[src/hw/rtl/usv_pkg.sv]
`timescale 1ns / 1ps
// Package for the UTF-8 stream validator: job type passed from front to back,
// status codes and the byte/code point classification functions. No dependencies.
package usv_pkg;

   localparam logic [1:0] STATUS_VALID      = 2'd0;
   localparam logic [1:0] STATUS_ILLEGAL    = 2'd1;
   localparam logic [1:0] STATUS_INCOMPLETE = 2'd2;

   // One finished character or one error, as queued for the back end.
   // bytes[last_idx] is the final beat; lower entries go out first.
   typedef struct packed {
      logic [3:0][7:0] bytes;
      logic [1:0]      last_idx;
      logic [20:0]     cp;
      logic [1:0]      status;
   } usv_job_type;

   typedef struct packed {
      logic full;
      logic empty;
   } usv_fifo_status_type;

   // Sequence length from the lead byte; 0 marks an illegal lead.
   function automatic logic [2:0] seq_length(input logic [7:0] b);
      logic [2:0] n;
      n = 3'd0;
      if (b inside {[8'h00:8'h7F]}) n = 3'd1;
      else if (b inside {[8'hC2:8'hDF]}) n = 3'd2;
      else if (b inside {[8'hE0:8'hEF]}) n = 3'd3;
      else if (b inside {[8'hF0:8'hF4]}) n = 3'd4;
      return n;
   endfunction

   // Second-byte range check; the narrowed ranges exclude overlongs and surrogates.
   function automatic logic second_ok(input logic [7:0] lead, input logic [7:0] b);
      logic [7:0] lo;
      logic [7:0] hi;
      lo = 8'h80;
      hi = 8'hBF;
      if (lead == 8'hE0) lo = 8'hA0;
      else if (lead == 8'hED) hi = 8'h9F;
      else if (lead == 8'hF0) lo = 8'h90;
      else if (lead == 8'hF4) hi = 8'h8F;
      return (b >= lo) && (b <= hi);
   endfunction

   // Noncharacters and values beyond 10FFFD.
   function automatic logic cp_rejected(input logic [20:0] cp);
      return (cp[15:0] == 16'hFFFE) || (cp[15:0] == 16'hFFFF) ||
             ((cp >= 21'h00FDD0) && (cp <= 21'h00FDEF)) || (cp > 21'h10FFFD);
   endfunction

endpackage

[src/hw/rtl/usv_front.sv]
`timescale 1ns / 1ps
// Front end: accepts input bytes, tracks the partial character and pushes one
// job per finished character or error. Uses usv_pkg.
module usv_front (
   input  logic                clock,
   input  logic                reset,
   input  logic                req_valid,
   output logic                req_stall,
   input  logic [7:0]          req_in_byte,
   input  logic                req_end_of_input,
   input  usv_pkg::usv_fifo_status_type fifo_status,
   output logic                push,
   output usv_pkg::usv_job_type push_job
);
   import usv_pkg::*;

   logic [2:0]       len_ff, len_in;
   logic [1:0]       seen_ff, seen_in;
   logic [2:0][7:0]  held_ff, held_in;
   logic [20:0]      acc_ff, acc_in;
   logic             bad_ff, bad_in;
   logic             halted_ff, halted_in;

   logic             accept;
   logic [2:0]       n_lead;
   logic [20:0]      acc_next;
   logic             bad_next;
   logic [1:0]       len_m1;
   logic [7:0]       b;
   logic             eoi;

   assign req_stall = fifo_status.full;
   assign accept    = req_valid && !req_stall;
   assign b         = req_in_byte;
   assign eoi       = req_end_of_input;
   assign n_lead    = seq_length(b);
   assign acc_next  = {acc_ff[14:0], b[5:0]};
   assign bad_next  = bad_ff | ((seen_ff == 2'd1) ? !second_ok(held_ff[0], b)
                                                  : ((b < 8'h80) || (b > 8'hBF)));
   assign len_m1    = 2'(len_ff - 3'd1);

   always_comb begin
      len_in    = len_ff;
      seen_in   = seen_ff;
      held_in   = held_ff;
      acc_in    = acc_ff;
      bad_in    = bad_ff;
      halted_in = halted_ff;
      push      = 1'b0;
      push_job  = '0;
      if (accept) begin
         if (halted_ff) begin
            if (eoi) halted_in = 1'b0;
         end else if (len_ff == 3'd0) begin
            if (n_lead == 3'd0) begin
               push            = 1'b1;
               push_job.status = STATUS_ILLEGAL;
               halted_in       = !eoi;
            end else if (n_lead == 3'd1) begin
               push              = 1'b1;
               push_job.bytes[0] = b;
               push_job.cp       = {13'd0, b};
               push_job.status   = STATUS_VALID;
            end else if (eoi) begin
               // lone lead byte at end of buffer
               push            = 1'b1;
               push_job.status = STATUS_INCOMPLETE;
            end else begin
               len_in     = n_lead;
               seen_in    = 2'd1;
               held_in[0] = b;
               bad_in     = 1'b0;
               case (n_lead)
                  3'd2:    acc_in = {16'd0, b[4:0]};
                  3'd3:    acc_in = {17'd0, b[3:0]};
                  default: acc_in = {18'd0, b[2:0]};
               endcase
            end
         end else if ({1'b0, seen_ff} + 3'd1 < len_ff) begin
            if (eoi) begin
               push            = 1'b1;
               push_job.status = STATUS_INCOMPLETE;
               len_in          = 3'd0;
               bad_in          = 1'b0;
            end else begin
               held_in[seen_ff] = b;
               seen_in          = seen_ff + 2'd1;
               acc_in           = acc_next;
               bad_in           = bad_next;
            end
         end else begin
            push   = 1'b1;
            len_in = 3'd0;
            bad_in = 1'b0;
            if (bad_next || cp_rejected(acc_next)) begin
               push_job.status = STATUS_ILLEGAL;
               halted_in       = !eoi;
            end else begin
               push_job.bytes         = {8'h00, held_ff[2], held_ff[1], held_ff[0]};
               push_job.bytes[len_m1] = b;
               push_job.last_idx      = len_m1;
               push_job.cp            = acc_next;
               push_job.status        = STATUS_VALID;
            end
         end
      end
   end

   always_ff @(posedge clock) begin
      if (reset) begin
         len_ff    <= 3'd0;
         seen_ff   <= 2'd0;
         acc_ff    <= 21'd0;
         bad_ff    <= 1'b0;
         halted_ff <= 1'b0;
      end else begin
         len_ff    <= len_in;
         seen_ff   <= seen_in;
         acc_ff    <= acc_in;
         bad_ff    <= bad_in;
         halted_ff <= halted_in;
      end
      held_ff <= held_in;
   end

`ifndef SYNTHESIS
   a_halt_idle: assert property (@(posedge clock) disable iff (reset)
      halted_ff |-> (len_ff == 3'd0))
      else $error("front halted with a partial character");
   a_seen_range: assert property (@(posedge clock) disable iff (reset)
      (len_ff != 3'd0) |-> (({1'b0, seen_ff} < len_ff) && (seen_ff != 2'd0)))
      else $error("front byte count out of range");
`endif

endmodule

[src/hw/rtl/usv_fifo.sv]
`timescale 1ns / 1ps
// Job queue between front and back ends; register array with one read port.
// Uses usv_pkg.
module usv_fifo #(
   parameter int DEPTH = 4
) (
   input  logic                 clock,
   input  logic                 reset,
   input  logic                 push,
   input  usv_pkg::usv_job_type push_job,
   input  logic                 pop,
   output usv_pkg::usv_job_type pop_job,
   output usv_pkg::usv_fifo_status_type status
);
   import usv_pkg::*;

   localparam int PTR_W = $clog2(DEPTH);
   localparam int CNT_W = $clog2(DEPTH + 1);

   usv_job_type        mem [DEPTH];
   logic [PTR_W-1:0]   wr_ptr_ff, wr_ptr_in;
   logic [PTR_W-1:0]   rd_ptr_ff, rd_ptr_in;
   logic [CNT_W-1:0]   count_ff, count_in;

   assign status.full  = (count_ff == CNT_W'(DEPTH));
   assign status.empty = (count_ff == '0);
   assign pop_job      = mem[rd_ptr_ff];

   always_comb begin
      wr_ptr_in = wr_ptr_ff;
      rd_ptr_in = rd_ptr_ff;
      count_in  = count_ff;
      if (push) wr_ptr_in = (wr_ptr_ff == PTR_W'(DEPTH - 1)) ? '0 : wr_ptr_ff + 1'b1;
      if (pop)  rd_ptr_in = (rd_ptr_ff == PTR_W'(DEPTH - 1)) ? '0 : rd_ptr_ff + 1'b1;
      if (push && !pop) count_in = count_ff + 1'b1;
      else if (pop && !push) count_in = count_ff - 1'b1;
   end

   always_ff @(posedge clock) begin
      if (reset) begin
         wr_ptr_ff <= '0;
         rd_ptr_ff <= '0;
         count_ff  <= '0;
      end else begin
         wr_ptr_ff <= wr_ptr_in;
         rd_ptr_ff <= rd_ptr_in;
         count_ff  <= count_in;
      end
   end

   always_ff @(posedge clock) begin
      if (push) mem[wr_ptr_ff] <= push_job;
   end

`ifndef SYNTHESIS
   a_no_overflow: assert property (@(posedge clock) disable iff (reset)
      push |-> !status.full)
      else $error("job queue overflow");
   a_no_underflow: assert property (@(posedge clock) disable iff (reset)
      pop |-> !status.empty)
      else $error("job queue underflow");
`endif

endmodule

[src/hw/rtl/usv_back.sv]
`timescale 1ns / 1ps
// Back end: takes jobs from the queue and plays each out as one to four
// result beats. Uses usv_pkg.
module usv_back (
   input  logic                 clock,
   input  logic                 reset,
   input  usv_pkg::usv_fifo_status_type fifo_status,
   input  usv_pkg::usv_job_type pop_job,
   output logic                 pop,
   output logic                 rsp_valid,
   input  logic                 rsp_stall,
   output logic [7:0]           rsp_out_byte,
   output logic [20:0]          rsp_code_point,
   output logic [1:0]           rsp_status,
   output logic                 rsp_last
);
   import usv_pkg::*;

   usv_job_type job_ff, job_in;
   logic [1:0]  idx_ff, idx_in;
   logic        active_ff, active_in;
   logic        advance;
   logic        done;

   assign rsp_valid      = active_ff;
   assign rsp_out_byte   = job_ff.bytes[idx_ff];
   assign rsp_code_point = job_ff.cp;
   assign rsp_status     = job_ff.status;
   assign rsp_last       = (idx_ff == job_ff.last_idx);

   assign advance = active_ff && !rsp_stall;
   assign done    = !active_ff || (advance && rsp_last);
   assign pop     = done && !fifo_status.empty;

   always_comb begin
      job_in    = job_ff;
      idx_in    = idx_ff;
      active_in = active_ff;
      if (done) begin
         active_in = !fifo_status.empty;
         idx_in    = 2'd0;
         if (pop) job_in = pop_job;
      end else if (advance) begin
         idx_in = idx_ff + 2'd1;
      end
   end

   always_ff @(posedge clock) begin
      if (reset) begin
         active_ff <= 1'b0;
         idx_ff    <= 2'd0;
      end else begin
         active_ff <= active_in;
         idx_ff    <= idx_in;
      end
      job_ff <= job_in;
   end

`ifndef SYNTHESIS
   a_idx_bound: assert property (@(posedge clock) disable iff (reset)
      active_ff |-> (idx_ff <= job_ff.last_idx))
      else $error("beat index past end of job");
   a_hold_on_stall: assert property (@(posedge clock) disable iff (reset)
      (active_ff && rsp_stall) |=> (active_ff && $stable(idx_ff)))
      else $error("beat advanced while stalled");
`endif

endmodule

[src/hw/rtl/utf8_stream_validator_top.sv]
`timescale 1ns / 1ps
// Top level of the UTF-8 stream validator: front end, job queue and back end.
// Uses usv_pkg, usv_front, usv_fifo and usv_back.
//
//   channel  dir  handshake            payload
//   req      in   req_valid/req_stall  req_in_byte, req_end_of_input
//   rsp      out  rsp_valid/rsp_stall  rsp_out_byte, rsp_code_point, rsp_status, rsp_last
//
// One input beat per clock is taken whenever the job queue has room; the
// back end sends one result beat per clock while rsp_stall is low. After the
// input beat that finishes a job is taken, the job is written into the queue,
// then loaded into the back-end job register, where it raises rsp_valid.
// Reset is synchronous and clears the character state, queue and back end.
// A stall on rsp fills the queue (JOB_DEPTH jobs), then raises req_stall.
module utf8_stream_validator_top #(
   parameter int JOB_DEPTH = 4
) (
   input  logic        clock,
   input  logic        reset,
   input  logic        req_valid,
   output logic        req_stall,
   input  logic [7:0]  req_in_byte,
   input  logic        req_end_of_input,
   output logic        rsp_valid,
   input  logic        rsp_stall,
   output logic [7:0]  rsp_out_byte,
   output logic [20:0] rsp_code_point,
   output logic [1:0]  rsp_status,
   output logic        rsp_last
);
   import usv_pkg::*;

   // front -> queue
   logic                push;
   usv_job_type         push_job;
   // queue -> back
   logic                pop;
   usv_job_type         pop_job;
   usv_fifo_status_type fifo_status;

   // Front end: decodes and checks characters, one job per completion/error.
   usv_front u_front (
      .clock            (clock),
      .reset            (reset),
      .req_valid        (req_valid),
      .req_stall        (req_stall),
      .req_in_byte      (req_in_byte),
      .req_end_of_input (req_end_of_input),
      .fifo_status      (fifo_status),
      .push             (push),
      .push_job         (push_job)
   );

   // Queue decouples the input side from output backpressure.
   usv_fifo #(
      .DEPTH (JOB_DEPTH)
   ) u_fifo (
      .clock    (clock),
      .reset    (reset),
      .push     (push),
      .push_job (push_job),
      .pop      (pop),
      .pop_job  (pop_job),
      .status   (fifo_status)
   );

   // Back end: expands each job into its result beats.
   usv_back u_back (
      .clock          (clock),
      .reset          (reset),
      .fifo_status    (fifo_status),
      .pop_job        (pop_job),
      .pop            (pop),
      .rsp_valid      (rsp_valid),
      .rsp_stall      (rsp_stall),
      .rsp_out_byte   (rsp_out_byte),
      .rsp_code_point (rsp_code_point),
      .rsp_status     (rsp_status),
      .rsp_last       (rsp_last)
   );

`ifndef SYNTHESIS
   a_push_on_accept: assert property (@(posedge clock) disable iff (reset)
      push |-> (req_valid && !req_stall))
      else $error("job pushed without an accepted input beat");
`endif

endmodule
[config.mk]
export PLATFORM = sky130hd
export DESIGN_NAME = utf8_stream_validator_top
export DESIGN_NICKNAME = d
export VERILOG_FILES = /design/src/hw/rtl/usv_pkg.sv /design/src/hw/rtl/usv_front.sv /design/src/hw/rtl/usv_fifo.sv /design/src/hw/rtl/usv_back.sv /design/src/hw/rtl/utf8_stream_validator_top.sv
export SDC_FILE = /design/constraint.sdc
export NUM_CORES = 1
export LEC_CHECK = 0
export ABC_AREA = 0
export BUFFER_PORTS_ARGS = -buffer_cell sky130_fd_sc_hd__buf_2
export CAP_MARGIN = 20
export CORE_ASPECT_RATIO = 2
export CORE_MARGIN = 2
export CORE_UTILIZATION = 30
export CTS_CLUSTER_DIAMETER = 100
export DETAILED_ROUTE_END_ITERATION = 10
export SLEW_MARGIN = 20
export SYNTH_ARGS = -nofsm -noshare
export SYNTH_HDL_FRONTEND = slang
export SYNTH_SLANG_ARGS = --single-unit
[constraint.sdc]
create_clock -name clock -period 3.6 [get_ports clock]
set_input_delay 0.54 -clock clock [delete_from_list [all_inputs] [get_ports clock]]
set_output_delay 0.54 -clock clock [all_outputs]
set_load 0.05 [all_outputs]
==> flow_summary.ini <==
[status]
status = completed

[timing]
setup_violations = 0
period_needed_ps = 3430
fin_skew_ps = 14.7
drv_slew = 0
fin_tns_setup_ps = 0
hold_viol = 0
rsz0062_at_grt = no
max_slew_margin_pct = 46.1
worst_slew_pin_slew_ps = 801
fin_crit_sh_pct = 95.4
clock.fmax_mhz = 291

[global_routing]
track_usage_pct = 12.2
antenna_found_initial = 0
grt.overflow.total = 0
grt_pass1_wl_um = 44100
grt_start_max_net_pins = 58
first_global_vias = 7278

[pwr]
power_uw = 11300
p_leak_uw = 0.00495
worst_ir_drop_vdd_mv = 0.426
powerDensity_nw_per_um2 = 726

[synthesis]
async_reset_ff_share_pct = 0
avgSynthCellArea_um2 = 18.3
synth-seq-cells = 341
yosys_warnings = 0
synth-edff-count = 309
netlist_area_um2 = 13800
yosys.area.top_type_share_pct = 67.2
synth_top_cells_by_area = edfxtp_1, mux4_2, dfxtp_1, ha_1, mux2i_1
yosysMostFrequentCell = edfxtp_1
ys_seq_area_share_pct = 71.8
ys_top_cells_by_count = edfxtp_1, mux4_2, nor2_1
yosysTopAreaCell = edfxtp_1
synth.distinct_cells = 67
netlist_instances = 754
synth_flop_cell = edfxtp_1

[clock_tree]
hold_buffers = 0
ctsResizeCount = 0
cts_setup_buffers = 0
cts_tree = done
clock_sinks = 341
clkTransAtPathRegs_ps = 70
cts_buffers = 27
htreeDepth = 1
clk_path_buf_depth = 3
cts_root_buffer = clkbuf_16
clkLatencyLatePin_ps = 550

[finish]
num_antenna_cells = 0
final_nets = 827
final_layout_size_suffix_gt1_share_pct = 26.0
finalNonFillerCells = 1378
fillerInstances = 4281
syn_to_final_growth_pct = 12.6
stdcell_area_um2 = 15500

[job]
drv_cap = 0

[floorplanning]
die_area_um2 = 47900
rows = 111
core_um2 = 45700
io_pins = 47
die_h_um = 307
start_util_pct = 30.2
die_w_um = 156

[setup_path]
rr_startpoint = u_front.held_ff[1]
worstPathCellList = and4b_1, and2_1, or3b_2, ha_1, nand2b_1, nand3b_1, o211ai_1, nor2_2, nand2_2, nor3_2, buf_4, and2_1
worst-path-buf-inv = 1
cpPeakStageDelay_ps = 550
critPathKind = flip-flop to flip-flop
reg2reg_slack_ps = 170
end_kind = flip-flop
rr_worst_depth = 12
crit_fanout = 15
timing.rr.end = u_fifo.mem[0][15]
cp.required_ps = 3980
worst_path_most_repeated_cell = and2_1
cp_slowest_cell = nor3_2
cp_top_family = simple AND/OR/NAND/NOR gates
crit_path_start_kind = flip-flop
arrival_ps = 3810

[worst_hold_path]
min_to = u_back.idx_ff[0]
hold_start = rsp_stall
hold_class = primary input to flip-flop
whs_path_depth = 3

[route]
ant_nets = 0
viasPerCell = 4.89
wirelength_um = 28900
route.detailed.drc = 0
vias = 6740
wl_per_cell_um = 21.0
dr.first_iter.drc_count = 507
dr.pass1.iters = 4

[placed_design]
hpwl_um = 19100
dp.cells = 1329
portBuffers = 46
placed_area_um2 = 14600
place_congestion = 0.860
## cell usage in the layout, fill, tap and decap left out, drive strengths merged, types with 2 or more instances in the layout
master	synthesis	layout
o21ai	8	8
nor3	9	9
a211oi	2	2
and3	5	5
and2	20	20
o211ai	2	2
nand3b	3	3
dfxtp	32	32
nand3	7	7
nand4	2	2
xor2	4	4
a21oi	16	16
bufinv	0	3
nand2	18	18
a22o	12	12
nor2	55	55
inv	20	21
mux4	65	65
o31ai	6	6
nor4	3	3
ha	20	20
buf	49	71
nor2b	4	4
nor4b	2	2
clkinv	0	5
nand2b	8	8
or3	4	4
nor3b	3	3
edfxtp	309	309
a32o	7	7
conb	1	4
clkbuf	14	39
mux2i	23	23
or4	5	5
## power breakdown
| group | internal (uW) | switching (uW) | leakage (uW) |
|---|---|---|---|
| combinational | 1000 | 1730 | 0.00148 |
| clock | 1760 | 1320 | 0.000448 |
| sequential | 5170 | 312 | 0.00302 |
## registers in the layout, summed over array words and instances, names as in the netlist
| register | cells |
|---|---|
| u_back.idx_ff | 2 |
| u_back.job_ff | 34 |
| u_back.rsp_code_point | 21 |
| u_back.rsp_status | 2 |
| u_back.rsp_valid | 1 |
| u_fifo.count_ff | 3 |
| u_fifo.mem | 228 |
| u_fifo.rd_ptr_ff | 2 |
| u_fifo.wr_ptr_ff | 2 |
| u_front.acc_ff | 15 |
| u_front.bad_ff | 1 |
| u_front.halted_ff | 1 |
| u_front.held_ff | 24 |
| u_front.len_ff | 3 |
| u_front.seen_ff | 2 |
## final cells by class
cell class	instances	area, um2	area share [%]
multi-input combinational	332	3380	21.8
timing repair buffer	71	531	3.41
tap	565	707	4.55
sequential	341	9930	63.8
clock buffer	39	795	5.11
clock inverter	10	133	0.853
inverter	20	75.1	0.483
## cells by family (layout without fill, tap and decap cells)
group	count (synthesis)	count (layout)	synth area share (%)
other cells	1	4	0.0272
flops	341	341	71.8
buf+inv	84	140	3.82
compound gates	63	63	3.57
simple gates	152	152	6.27
fa+ha+maj	21	21	1.96
mux	88	88	12.3
xor+xnor	4	4	0.254
## worst max path at each step
stage                             startpoint                 end  cells past startpoint
after global routing      u_front.held_ff[1]   u_fifo.mem[0][15]                     12
after detailed placement  u_front.held_ff[1]   u_fifo.mem[1][15]                     11
after floorplan               req_in_byte[1]  u_fifo.count_ff[2]                     13
after global placement        req_in_byte[1]  u_fifo.count_ff[2]                     12
final                     u_front.held_ff[1]   u_fifo.mem[0][15]                     12
after CTS                 u_front.held_ff[1]   u_fifo.mem[0][15]                     12
## tightest hold or removal path, cell delays in order
cell and delay [ps]:
buf_2 120, a21oi_1 70, nor2_1 70
## stage by stage
step	util, %	hold WS, ps	setup slack [ps]
floorplan	-	448	414
global placement	32.0	481	255
detailed placement	32.0	498	179
CTS	34.0	251	174
global route	34.0	279	0.945
finish	34.0	281	166
## routing by layer
metal	wire length, um	global-route usage (%)	vias up
met5	0	0	-
met4	1080	5.57	0
met3	974	1.49	47
met2	16200	23.3	144
met1	10600	13.2	3536
li1	-	-	3013
No activity file was read; power rests on OpenSTA's default activity.
